**config.mk**
```make
export PLATFORM = sky130hd
export DESIGN_NAME = pic_ram
export DESIGN_NICKNAME = d
export VERILOG_FILES = /design/src/rtl/pic_ram.sv
export SDC_FILE = /design/constraint.sdc
export NUM_CORES = 2
export LEC_CHECK = 0
export BUFFER_PORTS_ARGS = -buffer_cell sky130_fd_sc_hd__buf_4
export CAP_MARGIN = 5
export CORE_UTILIZATION = 43
export DETAILED_ROUTE_END_ITERATION = 8
export GPL_TIMING_DRIVEN = 0
export PLACE_DENSITY = 0.55
export SLEW_MARGIN = 20
export SYNTH_ARGS = -nofsm -noshare
export SYNTH_HDL_FRONTEND = slang
export SYNTH_SLANG_ARGS = --single-unit
```
**constraint.sdc**
```tcl
create_clock -name i_clk -period 10.2 [get_ports i_clk]
set_clock_uncertainty 0.05 [all_clocks]
set_input_delay 1.02 -clock i_clk [delete_from_list [all_inputs] [get_ports i_clk]]
set_output_delay 1.02 -clock i_clk [all_outputs]
set_load 0.03 [all_outputs]
```
**src/rtl/pic_ram.sv**
```systemverilog
// Generic single-port-write, single-port-read RAM with a registered read.
// Width and depth are parameters; no other dependencies.
module pic_ram #(
    parameter int WIDTH = 64,
    parameter int DEPTH = 64
) (
    input  logic                     i_clk,
    input  logic                     i_we,
    input  logic [$clog2(DEPTH)-1:0] i_waddr,
    input  logic [WIDTH-1:0]         i_wdata,
    input  logic [$clog2(DEPTH)-1:0] i_raddr,
    output logic [WIDTH-1:0]         o_rdata
);

    logic [WIDTH-1:0] r_mem [DEPTH];
    logic [WIDTH-1:0] r_rdata;

    // Write port and registered read port.
    always_ff @(posedge i_clk) begin
        if (i_we) begin
            r_mem[i_waddr] <= i_wdata;
        end
        r_rdata <= r_mem[i_raddr];
    end

    assign o_rdata = r_rdata;

endmodule

```
==> flow_summary.toml <==
[synthesis]
synthCells = 6598
synth.ff_latch_count = 4160
yosysSeqAreaShare = 0.795
postSynth.topFlopCell = "edfxtp_1"
postSynthAreaPerCell_um2 = 23.7
synthDominantAreaCellType = "edfxtp_1"
synth_top_cells_by_area = "edfxtp_1, mux4_2, mux2i_1, dfxtp_1, a22oi_1"
synth_top_area_share = 0.787
yosysWarnings = 0
syn_area_um2 = 156000
netlist_top_cells_count = "edfxtp_1, mux4_2, buf_2"
ys_async_sr_fraction = 0
number_of_enable_flip_flop_cells_after_synthesis = 4096
netlist-cell-type-count = 33
count_leader_synth = "edfxtp_1"
mappedNetlistNets = 6676

[pwr]
peak_supply_drop_mv = 0.161
cellInternalPower_mw = 28.4
power.share.switching = 0.217
pwr-share-comb = 0.055
power.clock.fraction = 0.423
power.share.sequential = 0.522
p_per_area_nw_per_um2 = 198
pleak_nw = 57.3
netSwitchingPower_mw = 7.88

[layout]
layout.area.seq_um2 = 124000
footprint_of_the_multi_input_gates_um2 = 30800
final.fill_count = 28449
area.growth.synth_to_final_pct = 17.1
layout.cell_area.non_filler_um2 = 183000
final_net_count = 7499
fraction_of_final_layout_cells_sized_beyond_drive_strength_1 = 0.301

[clocking]
cts_buffer_depth = 4
clock_tree_from_tritoncts = "built"
root_buffer_cell = "clkbuf_16"
numClockSinks = 4160
clkSlewWorstSetupHoldPaths_ns = 0.06
clock_insertion_delay_worst_skew_ns = 0.97
cts.hold.buffers_added = 0
post-cts-setup-buffers = 0
postCtsResizedCells = 0
htree_levels = 5
cts_made_buffers = 425

[placement]
half_perimeter_wire_length_after_detailed_placement_um = 302000
numPortBuffers = 133
pre_cts_slack_ns = 4.76
post_dp_cell_area_um2 = 169000
last_weighted_congestion_value_of_the_routability_driven_placer = 0.813

[global_routing]
grt_pass1_vias = 76325
gr-usage-all-layers = 0.242
wire_length_of_the_first_global_routing_pass_um = 613000
grt_start_max_net_pins = 65
overflow = 0
initial_antenna_violation_count = 44

[timing]
setup_viol = 0
grt_setup_unrepaired = "false"
hold_viol_final = 0
slew_viol_final = 0
max_clock_freq_ghz = 0.221
timing.final.crit_share = 0.445
max-slew-margin-rel = 0.148
smallest_setup_slack_after_layout_ns = 5.66
post_route_minimum_period_ns = 4.54
worstMarginPinSlew_ns = 1.27

[route]
antenna_left = 0
route.detailed.wl_per_inst_um = 35.4
drt_iter0_markers = 9455
detail_route.wirelength_um = 446000
firstDrtPassIters = 6
dr_total_vias = 75738
detail_route.drc_violations = 0
vias_per_cell = 6.01

[worst_setup_path]
worst_ep_required_time_ns = 10.93
startpoint_type = "input pin"
crit_fanout = 10
crit_type = "input pin to flop"
critPathCaptureType = "flop"
worst_ep_arrival_time_ns = 5.27

[die]
floorplan.core_area_um2 = 362000
num_io_pins = 142
dieHeight_um = 605
num_rows = 221
die-area_um2 = 366000
die-width_um = 605
start_util = 0.432

[job]
max_cap_viols = 0

[worst_hold_path]
classification_of_the_worst_slack_hold_path = "input pin to flop"

[status]
run_status = "complete, no violations"
-- flip-flops by register name (all words and copies together), names as in the netlist --
register	count
r_mem	4096
o_rdata	64
-- final timing paths --
path / start / endpoint / slack [ns] / cells past startpoint
worst max-delay path: i_raddr[2] / o_rdata[6] / 5.66 / 9
worst min register to register: r_mem[39][42] / o_rdata[42] / 0.86 / 4
worst max register to register: r_mem[52][52] / o_rdata[52] / 7.23 / 5
worst min-delay path: i_wdata[54] / r_mem[26][54] / 0.54 / 1
-- area by class of cell --
| class | count | share of cell area |
|---|---|---|
| Buffer | 370 | 0.00976 |
| Sequential cell | 4160 | 0.679 |
| Timing Repair Buffer | 396 | 0.0350 |
| Tap cell | 4794 | 0.0328 |
| Antenna cell | 28 | 0.000383 |
| Inverter | 19 | 0.000390 |
| Clock inverter | 264 | 0.0128 |
| Clock buffer | 527 | 0.0617 |
| Multi-Input combinational cell | 2049 | 0.168 |
-- worst max-delay path, cell delays in order --
cell      delay [ns]
buf_2           0.28
buf_4           0.32
buf_2           0.53
buf_2           0.67
buf_4           0.38
mux2i_1         0.18
o22ai_1         0.63
a31oi_1         0.34
a211oi_1        0.84
-- routing by layer --
layer / track usage / routed length (um)
met1: 0.343 / 183000
met2: 0.387 / 214000
met3: 0.0367 / 33300
met4: 0.0834 / 16300
met5: 0 / 63
-- cell usage in the layout, fill, tap and decap left out, types with 22 or more instances in the layout --
cell type / synthesis / routed
a211oi_1: 63 / 58
a22o_1: 88 / 88
a22oi_1: 168 / 168
a41oi_1: 26 / 22
and3_1: 64 / 64
buf_12: 0 / 173
buf_16: 0 / 61
buf_2: 170 / 171
buf_4: 34 / 187
bufinv_16: 0 / 40
clkbuf_1: 140 / 215
clkbuf_16: 0 / 434
clkinv_1: 0 / 111
clkinv_2: 0 / 83
dfxtp_1: 64 / 64
diode_2: 0 / 28
edfxtp_1: 4096 / 4096
mux2i_1: 135 / 135
mux4_2: 1024 / 1024
nand2_1: 58 / 58
nand3_1: 45 / 45
nor2_1: 112 / 49
nor2_4: 0 / 62
nor2b_1: 28 / 28
o221ai_1: 38 / 38
o22ai_1: 83 / 82
or2_2: 28 / 28
or3_1: 29 / 29
-- logic make-up (layout without fill, tap and decap cells) --
kind of cell / Yosys count / after routing / share of synthesized area
AOI/OAI and AO/OA: 504 / 504 / 0.0248
muxes: 1159 / 1159 / 0.156
DFF: 4160 / 4160 / 0.795
and+or+nand+nor: 386 / 386 / 0.0124
other: 0 / 28 / 0
buffers and inverters: 389 / 1576 / 0.0118
-- through the flow --
stage               utilization  total power [mW]  hold WS (ns)  TNS (ns)  cells
floorplan                     -              20.3         0.738         0   6598
global placement          0.451              21.2         0.865   -397.28  11525
detailed placement        0.467              21.3         0.860         0  11788
CTS                       0.505              36.5         0.472         0  12579
global route              0.505              37.2         0.529         0  12584
finish                    0.505              36.3         0.538         0  12607
-- power groups by stage --
stage	sequential, mW	clock (mW)	combinational [mW]
after floorplan	19.4	0	0.881
after global placement	19.3	0	1.91
after detailed placement	19.3	0	1.99
after CTS	19.0	15.6	2.00
after global routing	19.0	16.2	2.07
final	19.0	15.3	1.99
Power figures use the tool's default switching activity.
